## src/design/assert_macros.svh

```systemverilog
// Assertion helpers shared by the walker RTL.
`ifndef ASSERT_MACROS_SVH
`define ASSERT_MACROS_SVH

// Same-cycle implication, checked outside reset.
`define ASSERT_IMP(lbl, clk, rst_n, ante, cons) \
  lbl: assert property (@(posedge clk) disable iff (!rst_n) (ante) |-> (cons)) \
    else $error("same-cycle implication violated");

// Next-cycle implication, checked outside reset.
`define ASSERT_NXT(lbl, clk, rst_n, ante, cons) \
  lbl: assert property (@(posedge clk) disable iff (!rst_n) (ante) |=> (cons)) \
    else $error("next-cycle implication violated");

`endif

```

## src/design/dtw_pkg.sv

```systemverilog
package dtw_pkg;

  // Field widths.
  localparam int unsigned DATA_W   = 8;
  localparam int unsigned STATUS_W = 4;
  localparam int unsigned HSIZE_W  = 3;
  localparam int unsigned LEN_W    = 24;
  localparam int unsigned VIEW_W   = 32;
  localparam int unsigned APB_W    = 32;
  localparam int unsigned ADDR_W   = 3;

  // Longest accepted long-form length, in octets.
  localparam int unsigned LENGTH_OCTETS_MAX = 3;

  // Parse phases.
  localparam logic [1:0] PH_TAG  = 2'd0;
  localparam logic [1:0] PH_LEN1 = 2'd1;
  localparam logic [1:0] PH_LENX = 2'd2;
  localparam logic [1:0] PH_BODY = 2'd3;

  // Result status codes.
  localparam logic [3:0] ST_OK          = 4'd0;
  localparam logic [3:0] ST_TRUNCATED   = 4'd1;
  localparam logic [3:0] ST_HIGH_TAG    = 4'd2;
  localparam logic [3:0] ST_INDEFINITE  = 4'd3;
  localparam logic [3:0] ST_RESERVED    = 4'd4;
  localparam logic [3:0] ST_TOO_MANY    = 4'd5;
  localparam logic [3:0] ST_NONMINIMAL  = 4'd6;
  localparam logic [3:0] ST_TOO_LARGE   = 4'd7;
  localparam logic [3:0] ST_OVERRUN     = 4'd8;
  localparam logic [3:0] ST_PAST_END    = 4'd9;

  // Register indexes (word address bit 2).
  localparam logic REG_VIEW_LENGTH = 1'b0;
  localparam logic REG_MAX_BODY    = 1'b1;

  // Identifier and length octet codes.
  localparam logic [4:0] TAG_HIGH_FORM  = 5'h1F;
  localparam logic [7:0] LEN_INDEFINITE = 8'h80;
  localparam logic [7:0] LEN_RESERVED   = 8'hFF;
  localparam logic [LEN_W-1:0] LEN_MAX_RESET = {LEN_W{1'b1}};

  typedef struct packed {
    logic [DATA_W-1:0] data_byte;
    logic              view_start;
  } dtw_item_t;

  typedef struct packed {
    logic [STATUS_W-1:0] status;
    logic [DATA_W-1:0]   element_tag;
    logic [HSIZE_W-1:0]  header_size;
    logic [LEN_W-1:0]    body_length;
  } dtw_result_t;

  typedef struct packed {
    logic [VIEW_W-1:0] view_length;
    logic [LEN_W-1:0]  max_body_length;
  } dtw_cfg_t;

endpackage

```

## src/design/dtw_if.sv

```systemverilog
// Byte channel into the walker.
interface dtw_in_if;
  logic                          valid;
  logic                          ready;
  logic [dtw_pkg::DATA_W-1:0]    data_byte;
  logic                          view_start;

  modport source (output valid, output data_byte, output view_start, input ready);
  modport sink   (input valid, input data_byte, input view_start, output ready);
endinterface

// Result channel out of the walker.
interface dtw_out_if;
  logic                          valid;
  logic                          ready;
  logic [dtw_pkg::STATUS_W-1:0]  status;
  logic [dtw_pkg::DATA_W-1:0]    element_tag;
  logic [dtw_pkg::HSIZE_W-1:0]   header_size;
  logic [dtw_pkg::LEN_W-1:0]     body_length;

  modport source (output valid, output status, output element_tag, output header_size,
                  output body_length, input ready);
  modport sink   (input valid, input status, input element_tag, input header_size,
                  input body_length, output ready);
endinterface

```

## src/design/dtw_cfg_regs.sv

```systemverilog
module dtw_cfg_regs (
  input  logic                        clk,
  input  logic                        rst_n,
  input  logic                        psel,
  input  logic                        penable,
  input  logic                        pwrite,
  input  logic [dtw_pkg::ADDR_W-1:0]  paddr,
  input  logic [dtw_pkg::APB_W-1:0]   pwdata,
  output logic [dtw_pkg::APB_W-1:0]   prdata,
  output logic                        pready,
  output dtw_pkg::dtw_cfg_t           cfg
);
  import dtw_pkg::*;

  logic [VIEW_W-1:0] view_length_r;
  logic [LEN_W-1:0]  max_body_r;
  logic              wr_en;
  logic              reg_idx;

  // Word index; the two low address bits select bytes and are ignored.
  assign reg_idx = paddr[2];
  assign pready  = 1'b1;
  assign wr_en   = psel & penable & pwrite & pready;

  // Register writes on the access cycle.
  always_ff @(posedge clk) begin
    if (!rst_n) begin
      view_length_r <= '0;
      max_body_r    <= LEN_MAX_RESET;
    end else if (wr_en) begin
      case (reg_idx)
        REG_VIEW_LENGTH: view_length_r <= pwdata;
        REG_MAX_BODY:    max_body_r    <= pwdata[LEN_W-1:0];
        default: ;
      endcase
    end
  end

  // Read data mux.
  always_comb begin
    case (reg_idx)
      REG_VIEW_LENGTH: prdata = view_length_r;
      REG_MAX_BODY:    prdata = {{(APB_W-LEN_W){1'b0}}, max_body_r};
      default:         prdata = '0;
    endcase
  end

  assign cfg.view_length     = view_length_r;
  assign cfg.max_body_length = max_body_r;

endmodule

```

## src/design/dtw_walker.sv

```systemverilog
`include "assert_macros.svh"

module dtw_walker (
  input  logic                   clk,
  input  logic                   rst_n,
  input  logic                   step_en,
  input  dtw_pkg::dtw_item_t     item,
  input  dtw_pkg::dtw_cfg_t      cfg,
  output logic                   res_valid,
  output dtw_pkg::dtw_result_t   res
);
  import dtw_pkg::*;

  // Parse state.
  logic [1:0]        phase_r,  phase_nxt;
  logic [VIEW_W-1:0] rem_r,    rem_nxt;
  logic [DATA_W-1:0] tag_r,    tag_nxt;
  logic [1:0]        lol_r,    lol_nxt;
  logic [LEN_W-1:0]  acc_r,    acc_nxt;
  logic [HSIZE_W-1:0] hc_r,    hc_nxt;
  logic [LEN_W-1:0]  bbl_r,    bbl_nxt;
  logic              failed_r, failed_nxt;

  // State as seen after a possible view restart.
  logic [1:0]         eff_phase;
  logic [VIEW_W-1:0]  eff_rem;
  logic [DATA_W-1:0]  eff_tag;
  logic [1:0]         eff_lol;
  logic [LEN_W-1:0]   eff_acc;
  logic [HSIZE_W-1:0] eff_hc;
  logic [LEN_W-1:0]   eff_bbl;
  logic               eff_failed;

  logic [VIEW_W-1:0]  rem_dec;
  logic [DATA_W-1:0]  data;
  logic [6:0]         n_oct;
  logic [LEN_W-1:0]   acc_new;
  logic [1:0]         lol_new;
  logic               err_hit;
  logic [STATUS_W-1:0] err_code;
  logic [DATA_W-1:0]  err_tag;
  logic               fin_hit;
  logic [LEN_W-1:0]   fin_len;

  assign data    = item.data_byte;
  assign n_oct   = data[6:0];
  assign rem_dec = eff_rem - VIEW_W'(1);

  // A view start restarts the parse on the same byte.
  always_comb begin
    if (item.view_start) begin
      eff_phase  = PH_TAG;
      eff_rem    = cfg.view_length;
      eff_tag    = '0;
      eff_lol    = '0;
      eff_acc    = '0;
      eff_hc     = '0;
      eff_bbl    = '0;
      eff_failed = 1'b0;
    end else begin
      eff_phase  = phase_r;
      eff_rem    = rem_r;
      eff_tag    = tag_r;
      eff_lol    = lol_r;
      eff_acc    = acc_r;
      eff_hc     = hc_r;
      eff_bbl    = bbl_r;
      eff_failed = failed_r;
    end
  end

  // One byte of the walk: header decode, length check and body skip.
  always_comb begin
    phase_nxt  = eff_phase;
    rem_nxt    = eff_rem;
    tag_nxt    = eff_tag;
    lol_nxt    = eff_lol;
    acc_nxt    = eff_acc;
    hc_nxt     = eff_hc;
    bbl_nxt    = eff_bbl;
    failed_nxt = eff_failed;
    err_hit    = 1'b0;
    err_code   = ST_OK;
    err_tag    = eff_tag;
    fin_hit    = 1'b0;
    fin_len    = '0;
    acc_new    = {eff_acc[LEN_W-DATA_W-1:0], data};
    lol_new    = eff_lol - 2'd1;
    res_valid  = 1'b0;
    res        = '0;

    if (!eff_failed) begin
      if (eff_rem == '0) begin
        err_hit  = 1'b1;
        err_code = ST_PAST_END;
        err_tag  = '0;
      end else begin
        rem_nxt = rem_dec;
        case (eff_phase)
          PH_TAG: begin
            tag_nxt = data;
            hc_nxt  = HSIZE_W'(1);
            err_tag = data;
            if (eff_rem < VIEW_W'(2)) begin
              err_hit  = 1'b1;
              err_code = ST_TRUNCATED;
            end else if (data[4:0] == TAG_HIGH_FORM) begin
              err_hit  = 1'b1;
              err_code = ST_HIGH_TAG;
            end else begin
              phase_nxt = PH_LEN1;
            end
          end
          PH_LEN1: begin
            hc_nxt = HSIZE_W'(2);
            if (!data[7]) begin
              fin_hit = 1'b1;
              fin_len = LEN_W'(data);
            end else if (data == LEN_INDEFINITE) begin
              err_hit  = 1'b1;
              err_code = ST_INDEFINITE;
            end else if (data == LEN_RESERVED) begin
              err_hit  = 1'b1;
              err_code = ST_RESERVED;
            end else if (n_oct > 7'(LENGTH_OCTETS_MAX)) begin
              err_hit  = 1'b1;
              err_code = ST_TOO_MANY;
            end else if (rem_dec < VIEW_W'(n_oct)) begin
              err_hit  = 1'b1;
              err_code = ST_TRUNCATED;
            end else begin
              lol_nxt   = n_oct[1:0];
              acc_nxt   = '0;
              phase_nxt = PH_LENX;
            end
          end
          PH_LENX: begin
            if (eff_hc == HSIZE_W'(2) && data == '0) begin
              // A leading zero octet is never minimal.
              err_hit  = 1'b1;
              err_code = ST_NONMINIMAL;
            end else begin
              hc_nxt  = eff_hc + HSIZE_W'(1);
              acc_nxt = acc_new;
              lol_nxt = lol_new;
              if (lol_new == 2'd0) begin
                if (acc_new < LEN_W'(LEN_INDEFINITE)) begin
                  err_hit  = 1'b1;
                  err_code = ST_NONMINIMAL;
                end else begin
                  fin_hit = 1'b1;
                  fin_len = acc_new;
                end
              end
            end
          end
          default: begin
            if (eff_bbl != '0) begin
              bbl_nxt = eff_bbl - LEN_W'(1);
            end
            if (bbl_nxt == '0) begin
              phase_nxt = PH_TAG;
            end
          end
        endcase

        // Length limits at the end of a header.
        if (fin_hit) begin
          if (fin_len > cfg.max_body_length) begin
            err_hit  = 1'b1;
            err_code = ST_TOO_LARGE;
          end else if (VIEW_W'(fin_len) > rem_dec) begin
            err_hit  = 1'b1;
            err_code = ST_OVERRUN;
          end else begin
            bbl_nxt         = fin_len;
            phase_nxt       = (fin_len != '0) ? PH_BODY : PH_TAG;
            res_valid       = 1'b1;
            res.status      = ST_OK;
            res.element_tag = eff_tag;
            res.header_size = hc_nxt;
            res.body_length = fin_len;
          end
        end
      end

      // First error of the view: report once and go quiet.
      if (err_hit) begin
        failed_nxt      = 1'b1;
        phase_nxt       = PH_TAG;
        res_valid       = 1'b1;
        res.status      = err_code;
        res.element_tag = err_tag;
        res.header_size = '0;
        res.body_length = '0;
      end
    end
  end

  // State update, one byte per enabled cycle.
  always_ff @(posedge clk) begin
    if (!rst_n) begin
      phase_r  <= PH_TAG;
      rem_r    <= '0;
      tag_r    <= '0;
      lol_r    <= '0;
      acc_r    <= '0;
      hc_r     <= '0;
      bbl_r    <= '0;
      failed_r <= 1'b0;
    end else if (step_en) begin
      phase_r  <= phase_nxt;
      rem_r    <= rem_nxt;
      tag_r    <= tag_nxt;
      lol_r    <= lol_nxt;
      acc_r    <= acc_nxt;
      hc_r     <= hc_nxt;
      bbl_r    <= bbl_nxt;
      failed_r <= failed_nxt;
    end
  end

  `ASSERT_IMP(a_failed_in_tag, clk, rst_n, failed_r, phase_r == PH_TAG)
  `ASSERT_IMP(a_body_nonzero, clk, rst_n, phase_r == PH_BODY, bbl_r != '0)
  `ASSERT_IMP(a_ok_hsize, clk, rst_n, res_valid && res.status == ST_OK, res.header_size >= HSIZE_W'(2) && res.header_size <= HSIZE_W'(5))

endmodule

```

## src/design/der_tlv_header_walker_core.sv

```systemverilog
// DER tag-length-value header walker.
// in_ch carries one byte of a view per beat; view_start on a beat marks the
// first byte of a new view, reloads the byte budget from view_length and
// clears any earlier error. out_ch carries zero or one result per input beat:
// a completed header (tag, header size, body length) or the first error of
// the view, after which bytes are dropped silently until the next view start.
// view_length and max_body_length sit on the APB-style cfg_ port at byte
// addresses 0 and 4; write them only while the walker is idle.
// Throughput is one byte per cycle while the receiver does not stall: each byte
// passes an input register, combinational decode against the parse state, and
// a result register. A result is presented from the result register once its
// byte has stepped the walker.
// When the receiver stalls, the result register holds and the input register
// fills; in_ch.ready drops only once both are occupied.
// Synchronous reset empties both registers, clears the parse state (so any
// byte before the first view start reports past end) and loads the register
// defaults: view_length 0, max_body_length all ones.
module der_tlv_header_walker_core (
  input  logic                        clk,
  input  logic                        rst_n,
  dtw_in_if.sink                      in_ch,
  dtw_out_if.source                   out_ch,
  input  logic                        cfg_psel,
  input  logic                        cfg_penable,
  input  logic                        cfg_pwrite,
  input  logic [dtw_pkg::ADDR_W-1:0]  cfg_paddr,
  input  logic [dtw_pkg::APB_W-1:0]   cfg_pwdata,
  output logic [dtw_pkg::APB_W-1:0]   cfg_prdata,
  output logic                        cfg_pready
);
  import dtw_pkg::*;

  dtw_cfg_t    cfg;
  dtw_item_t   item_r;
  logic        in_valid_r;
  dtw_result_t res;
  logic        res_valid;
  dtw_result_t out_res_r;
  logic        out_valid_r;
  logic        out_free;
  logic        step_en;

  dtw_cfg_regs u_cfg (
    .clk     (clk),
    .rst_n   (rst_n),
    .psel    (cfg_psel),
    .penable (cfg_penable),
    .pwrite  (cfg_pwrite),
    .paddr   (cfg_paddr),
    .pwdata  (cfg_pwdata),
    .prdata  (cfg_prdata),
    .pready  (cfg_pready),
    .cfg     (cfg)
  );

  // Handshake: the held byte moves on whenever the result slot frees up.
  assign out_free    = !out_valid_r || out_ch.ready;
  assign step_en     = in_valid_r && out_free;
  assign in_ch.ready = !in_valid_r || step_en;

  // Input register.
  always_ff @(posedge clk) begin
    if (!rst_n) begin
      in_valid_r <= 1'b0;
    end else if (in_ch.valid && in_ch.ready) begin
      in_valid_r <= 1'b1;
    end else if (step_en) begin
      in_valid_r <= 1'b0;
    end
  end

  always_ff @(posedge clk) begin
    if (in_ch.valid && in_ch.ready) begin
      item_r.data_byte  <= in_ch.data_byte;
      item_r.view_start <= in_ch.view_start;
    end
  end

  dtw_walker u_walker (
    .clk       (clk),
    .rst_n     (rst_n),
    .step_en   (step_en),
    .item      (item_r),
    .cfg       (cfg),
    .res_valid (res_valid),
    .res       (res)
  );

  // Result register.
  always_ff @(posedge clk) begin
    if (!rst_n) begin
      out_valid_r <= 1'b0;
    end else if (step_en) begin
      out_valid_r <= res_valid;
    end else if (out_ch.ready) begin
      out_valid_r <= 1'b0;
    end
  end

  always_ff @(posedge clk) begin
    if (step_en && res_valid) begin
      out_res_r <= res;
    end
  end

  assign out_ch.valid       = out_valid_r;
  assign out_ch.status      = out_res_r.status;
  assign out_ch.element_tag = out_res_r.element_tag;
  assign out_ch.header_size = out_res_r.header_size;
  assign out_ch.body_length = out_res_r.body_length;

  `ASSERT_NXT(a_result_lands, clk, rst_n, step_en && res_valid, out_valid_r)
  `ASSERT_NXT(a_result_holds, clk, rst_n, out_valid_r && !out_ch.ready, out_valid_r)
  `ASSERT_IMP(a_in_full, clk, rst_n, !in_ch.ready, in_valid_r && out_valid_r)

endmodule

```

## src/flat_wrapper.sv

```systemverilog
// flat-port wrapper written by rule: the top's interface ports become plain ports
module der_tlv_header_walker_core_flat import dtw_pkg::*;
  (clk, rst_n, cfg_psel, cfg_penable, cfg_pwrite, cfg_paddr, cfg_pwdata, cfg_prdata, cfg_pready, in_ch_valid, in_ch_data_byte, in_ch_view_start, in_ch_ready, out_ch_valid, out_ch_status, out_ch_element_tag, out_ch_header_size, out_ch_body_length, out_ch_ready);
  dtw_in_if in_ch_i ();
  dtw_out_if out_ch_i ();
  input  logic clk;
  input  logic rst_n;
  input  logic cfg_psel;
  input  logic cfg_penable;
  input  logic cfg_pwrite;
  input  logic [dtw_pkg::ADDR_W-1:0] cfg_paddr;
  input  logic [dtw_pkg::APB_W-1:0] cfg_pwdata;
  output logic [dtw_pkg::APB_W-1:0] cfg_prdata;
  output logic cfg_pready;
  input wire logic [$bits(in_ch_i.valid)-1:0] in_ch_valid;
  input wire logic [$bits(in_ch_i.data_byte)-1:0] in_ch_data_byte;
  input wire logic [$bits(in_ch_i.view_start)-1:0] in_ch_view_start;
  output wire logic [$bits(in_ch_i.ready)-1:0] in_ch_ready;
  output wire logic [$bits(out_ch_i.valid)-1:0] out_ch_valid;
  output wire logic [$bits(out_ch_i.status)-1:0] out_ch_status;
  output wire logic [$bits(out_ch_i.element_tag)-1:0] out_ch_element_tag;
  output wire logic [$bits(out_ch_i.header_size)-1:0] out_ch_header_size;
  output wire logic [$bits(out_ch_i.body_length)-1:0] out_ch_body_length;
  input wire logic [$bits(out_ch_i.ready)-1:0] out_ch_ready;
  assign in_ch_i.valid = in_ch_valid;
  assign in_ch_i.data_byte = in_ch_data_byte;
  assign in_ch_i.view_start = in_ch_view_start;
  assign in_ch_ready = in_ch_i.ready;
  assign out_ch_valid = out_ch_i.valid;
  assign out_ch_status = out_ch_i.status;
  assign out_ch_element_tag = out_ch_i.element_tag;
  assign out_ch_header_size = out_ch_i.header_size;
  assign out_ch_body_length = out_ch_i.body_length;
  assign out_ch_i.ready = out_ch_ready;
  der_tlv_header_walker_core u_core (.clk(clk), .rst_n(rst_n), .in_ch(in_ch_i), .out_ch(out_ch_i), .cfg_psel(cfg_psel), .cfg_penable(cfg_penable), .cfg_pwrite(cfg_pwrite), .cfg_paddr(cfg_paddr), .cfg_pwdata(cfg_pwdata), .cfg_prdata(cfg_prdata), .cfg_pready(cfg_pready));
endmodule
```

## config.mk

```make
export PLATFORM = sky130hd
export DESIGN_NAME = der_tlv_header_walker_core_flat
export DESIGN_NICKNAME = d
export VERILOG_FILES = /design/src/design/dtw_pkg.sv /design/src/design/dtw_if.sv /design/src/design/dtw_cfg_regs.sv /design/src/design/dtw_walker.sv /design/src/design/der_tlv_header_walker_core.sv /design/src/flat_wrapper.sv
export VERILOG_INCLUDE_DIRS = /design/src /design/src/design
export SDC_FILE = /design/constraint.sdc
export NUM_CORES = 1
export LEC_CHECK = 0
export BUFFER_PORTS_ARGS = -buffer_cell sky130_fd_sc_hd__buf_2
export CAP_MARGIN = 20
export CORE_MARGIN = 5
export CORE_UTILIZATION = 55
export CTS_CLUSTER_SIZE = 25
export DETAILED_ROUTE_END_ITERATION = 10
export PLACE_DENSITY = 0.78
export SLEW_MARGIN = 15
export SYNTH_ARGS = -nofsm -noshare
export SYNTH_HDL_FRONTEND = slang
export SYNTH_SLANG_ARGS = --single-unit
```

## constraint.sdc

```tcl
create_clock -name clk -period 7.2 [get_ports clk]
set_clock_uncertainty 0.1 [all_clocks]
set_input_delay 2.16 -clock clk [delete_from_list [all_inputs] [get_ports clk]]
set_output_delay 2.16 -clock clk [all_outputs]
set_load 0.02 [all_outputs]
```

==> results by group <==
Status
  • Outcome: completed

Detailed routing
  • # DRC: 0
  • Antenna-violating nets left: 0
  • Post-Route WL: 41,000 µm
  • Avg WL per Cell: 20.7 µm
  • First-pass DRT Iterations: 8
  • DRT iter0 DRCs: 1,929
  • Vias per inst: 6.49
  • Vias after detailed routing: 12,900

Layout
  • Filler cells: 1,961
  • Fin cells: 1,981
  • Storage cell area: 4360 µm²
  • N_diodes: 0
  • Layout cell share with drive strength beyond 1: 0.148
  • Net count of the finished layout: 1,771
  • Multi-input logic area: 7830 µm²
  • Final core utilization: 0.628
  • Area Growth Syn to Fin: 11.6%

Timing
  • Fmax achieved: 0.157 GHz
  • Slew HR: 0.307
  • Final setup TNS: 0 ns
  • Worst-margin pin slew: 1.04 ns
  • Unrepaired setup endpoints after global routing: no
  • Number of failing hold endpoints at the final stage: 0
  • Finish-stage setup viols: 0
  • Final slew viol count: 0
  • Crit share post-route: 0.883
  • Crit path time final: 6.36 ns
  • WHS: 0.356 ns

Floorplan
  • FP Rows: 55
  • Die height: 163 µm
  • Chip Width: 163 µm
  • CORE AREA: 22,800 µm²
  • Initial core utilization: 0.563
  • IO Pins: 125
  • Die area: 26,500 µm²

Power and ir drop
  • Leak: 5.85 nW
  • Pwr/cell area: 183 nW/µm²
  • Maximum vdd drop: 0.172 mV

Critical path
  • Crit Reg-Reg Startpoint: u_core.item_r[0]
  • Worst Reg-to-Reg Cells: 16
  • Worst EP arrival: 6.56 ns
  • Worst Setup End Kind: flip-flop
  • CP required: 7.40 ns
  • Reg-to-reg endpoint: u_core.out_ch.element_tag[1]
  • Reg2reg setup slack: 0.84 ns
  • Startpoint Class: flip-flop
  • Crit Path Category: flip-flop to flip-flop
  • Crit path max fanout: 32

Global routing
  • Tot GR Track Use: 0.302
  • Initial antenna violation count: 0
  • Pin count of the biggest net entering global routing: 49
  • Vias in the first global route: 11,800
  • Global-route wire length before repair: 64,100 µm
  • Grt total ovfl: 0

Logic synthesis
  • Fraction of registers with async set/reset: 0
  • Synth Instances: 1,574
  • Synthesized area: 12,800 µm²
  • Synth Register Bits: 194
  • Library cells used by synthesis: 89
  • Number of synthesized flops with an enable pin: 48
  • Synth warn: 0
  • Post-synth top flop: dfxtp_1
  • Post-Syn Area per Cell: 8.15 µm²
  • Sequential share of the synthesized area: 0.340
  • Post-Syn Nets: 1,690

Worst hold path
  • Hold path endpoint: u_core.u_walker.rem_r[31]
  • Hold WC Path Type: flip-flop to flip-flop
  • Cells on Worst Hold Path: 2
  • Hold Path Origin: u_core.u_walker.rem_r[31]

Run
  • Max-cap viol count: 0

CTS
  • CTS tree: yes
  • Root Driver: clkbuf_16
  • Post-CTS sizing: 0
  • Cts bufs inserted: 17
  • Clk_lat worst skew: 0.45 ns
  • Clock slew at reported path FFs: 0.08 ns
  • CTS sink cnt: 194
  • Max clock buf depth: 2
  • Htree depth: 4
  • Post-CTS Setup Inserts: 0
  • Hold_buf cts: 0

Placed design
  • Routability congestion estimate: 1.01
  • DP Wirelength: 29,500 µm
  • IO Port Bufs: 121
  • Placed cells: 1,949
-- area by class of cell --
class	count	area share
clock inverters	15	0.0129
well taps	313	0.0274
multi-input cells	1220	0.547
inverters	64	0.0168
repair buffers	158	0.0617
clock buffers	17	0.0297
flip-flops and latches	194	0.305
-- through the flow --
| stage | power [mW] | instance area (µm²) | worst slack, ns |
|---|---|---|---|
| 6_report | 2.62 | 14300 | 0.840 |
| 5_1_grt | 2.71 | 14300 | 0.569 |
| 4_1_cts | 2.61 | 14300 | 0.992 |
| 3_5_place_dp | 1.63 | 13700 | 1.02 |
| 3_3_place_gp | 1.62 | 13700 | 1.14 |
| 2_1_floorplan | 1.50 | 12800 | 0.276 |
-- synth_stat cells (5+ instances only) --
| library cell | instances | area, µm² |
|---|---|---|
| nand2_1 | 200 | 751 |
| dfxtp_1 | 146 | 2920 |
| a21oi_1 | 134 | 671 |
| nor2_1 | 127 | 477 |
| clkbuf_1 | 71 | 267 |
| o21ai_0 | 69 | 345 |
| ha_1 | 65 | 813 |
| inv_1 | 63 | 236 |
| edfxtp_1 | 48 | 1440 |
| nor3_1 | 45 | 225 |
| and2_1 | 42 | 263 |
| o211ai_1 | 42 | 315 |
| nor4_1 | 32 | 200 |
| mux2i_1 | 31 | 310 |
| mux2_2 | 29 | 327 |
| nand3_1 | 28 | 140 |
| a22o_1 | 27 | 236 |
| nor2b_1 | 27 | 169 |
| xnor2_1 | 27 | 236 |
| nand4_1 | 22 | 138 |
| or3_1 | 22 | 138 |
| a21o_1 | 17 | 128 |
| a22oi_1 | 17 | 128 |
| or4_1 | 15 | 113 |
| a32oi_1 | 13 | 114 |
| nor3b_1 | 13 | 97.6 |
| xor2_1 | 13 | 114 |
| a31oi_1 | 10 | 62.6 |
| buf_2 | 10 | 50.1 |
| o22ai_1 | 10 | 62.6 |
| o31ai_1 | 10 | 75.1 |
| buf_1 | 8 | 30.0 |
| a211oi_1 | 7 | 52.6 |
| nand2b_1 | 7 | 43.8 |
| nor4b_1 | 7 | 61.3 |
| and3_1 | 5 | 31.3 |
| buf_4 | 5 | 37.5 |
| o21a_1 | 5 | 37.5 |
-- layer usage --
layer	share of wire	GRT usage
met5	0	0
met4	0.057	0.148
met3	0.10	0.0562
met2	0.44	0.477
met1	0.40	0.398
-- cell families (layout without fill, tap and decap cells) --
| family | Yosys count | after routing | synth area share |
|---|---|---|---|
| buf+inv | 160 | 254 | 0.0504 |
| other cells | 1 | 1 | 0.000292 |
| xor+xnor | 40 | 40 | 0.0273 |
| compound gates | 431 | 431 | 0.223 |
| flops | 194 | 194 | 0.340 |
| mux | 62 | 62 | 0.0516 |
| simple gates | 621 | 621 | 0.243 |
| fa+ha+maj | 65 | 65 | 0.0634 |
-- power breakdown --
| part | total [mW] | switching [mW] | internal [mW] |
|---|---|---|---|
| sequential | 1.18 | 0.0347 | 1.14 |
| clock | 0.997 | 0.495 | 0.502 |
| combinational | 0.445 | 0.289 | 0.156 |
-- layout by cell type (no fill, tap or decap), types with 17 or more instances in the layout --
cell type	n
a22o_1	27
ha_1	65
nand3_1	28
o211ai_1	42
dfxtp_1	146
mux2_2	29
nor4_1	32
nor3_1	45
buf_4	37
xnor2_1	27
o21ai_0	69
inv_1	63
buf_2	121
mux2i_1	31
and2_1	42
edfxtp_1	48
nor2b_1	27
nand2_1	200
a21o_1	17
clkbuf_16	17
nor2_1	124
a22oi_1	17
nand4_1	22
or3_1	22
a21oi_1	134
-- worst max-delay path, stage by stage, from the launching register on --
cell and delay (ns):
edfxtp_1 1.04, buf_4 0.47, mux2i_1 0.42, o21ai_1 0.30, or3_1 0.62, or4_4 0.60, nand2_1 0.10, ha_1 0.24
a21o_1 0.20, a21o_1 0.18, a21oi_1 0.15, o21ai_0 0.11, o21ai_1 0.41, o21ai_1 0.20, a22o_2 0.37, mux2i_2 0.44
a22o_1 0.24
-- state kept, by name, summed over array words and instances, names as in the netlist --
signal / cells
u_core.in_valid_r: 1
u_core.item_r: 9
u_core.out_ch.body_length: 24
u_core.out_ch.element_tag: 8
u_core.out_ch.header_size: 3
u_core.out_ch.status: 4
u_core.out_ch.valid: 1
u_core.u_cfg.max_body_r: 24
u_core.u_cfg.view_length_r: 32
u_core.u_walker.acc_r: 16
u_core.u_walker.bbl_r: 24
u_core.u_walker.failed_r: 1
u_core.u_walker.hc_r: 3
u_core.u_walker.lol_r: 2
u_core.u_walker.phase_r: 2
u_core.u_walker.rem_r: 32
u_core.u_walker.tag_r: 8
-- worst max path at each step --
stage	from	to	slack (ns)	cells after the start
finish	u_core.item_r[0]	u_core.out_ch.element_tag[1]	0.84	16
global route	u_core.item_r[0]	u_core.out_ch.header_size[0]	0.57	16
CTS	u_core.item_r[0]	u_core.out_ch.element_tag[1]	0.99	16
detailed placement	u_core.item_r[0]	u_core.out_ch.element_tag[1]	1.02	16
global placement	u_core.item_r[0]	u_core.out_ch.element_tag[1]	1.14	16
floorplan	u_core.item_r[0]	u_core.out_ch.body_length[15]	0.28	30
Note: power is estimated with default switching activity, not from simulation.
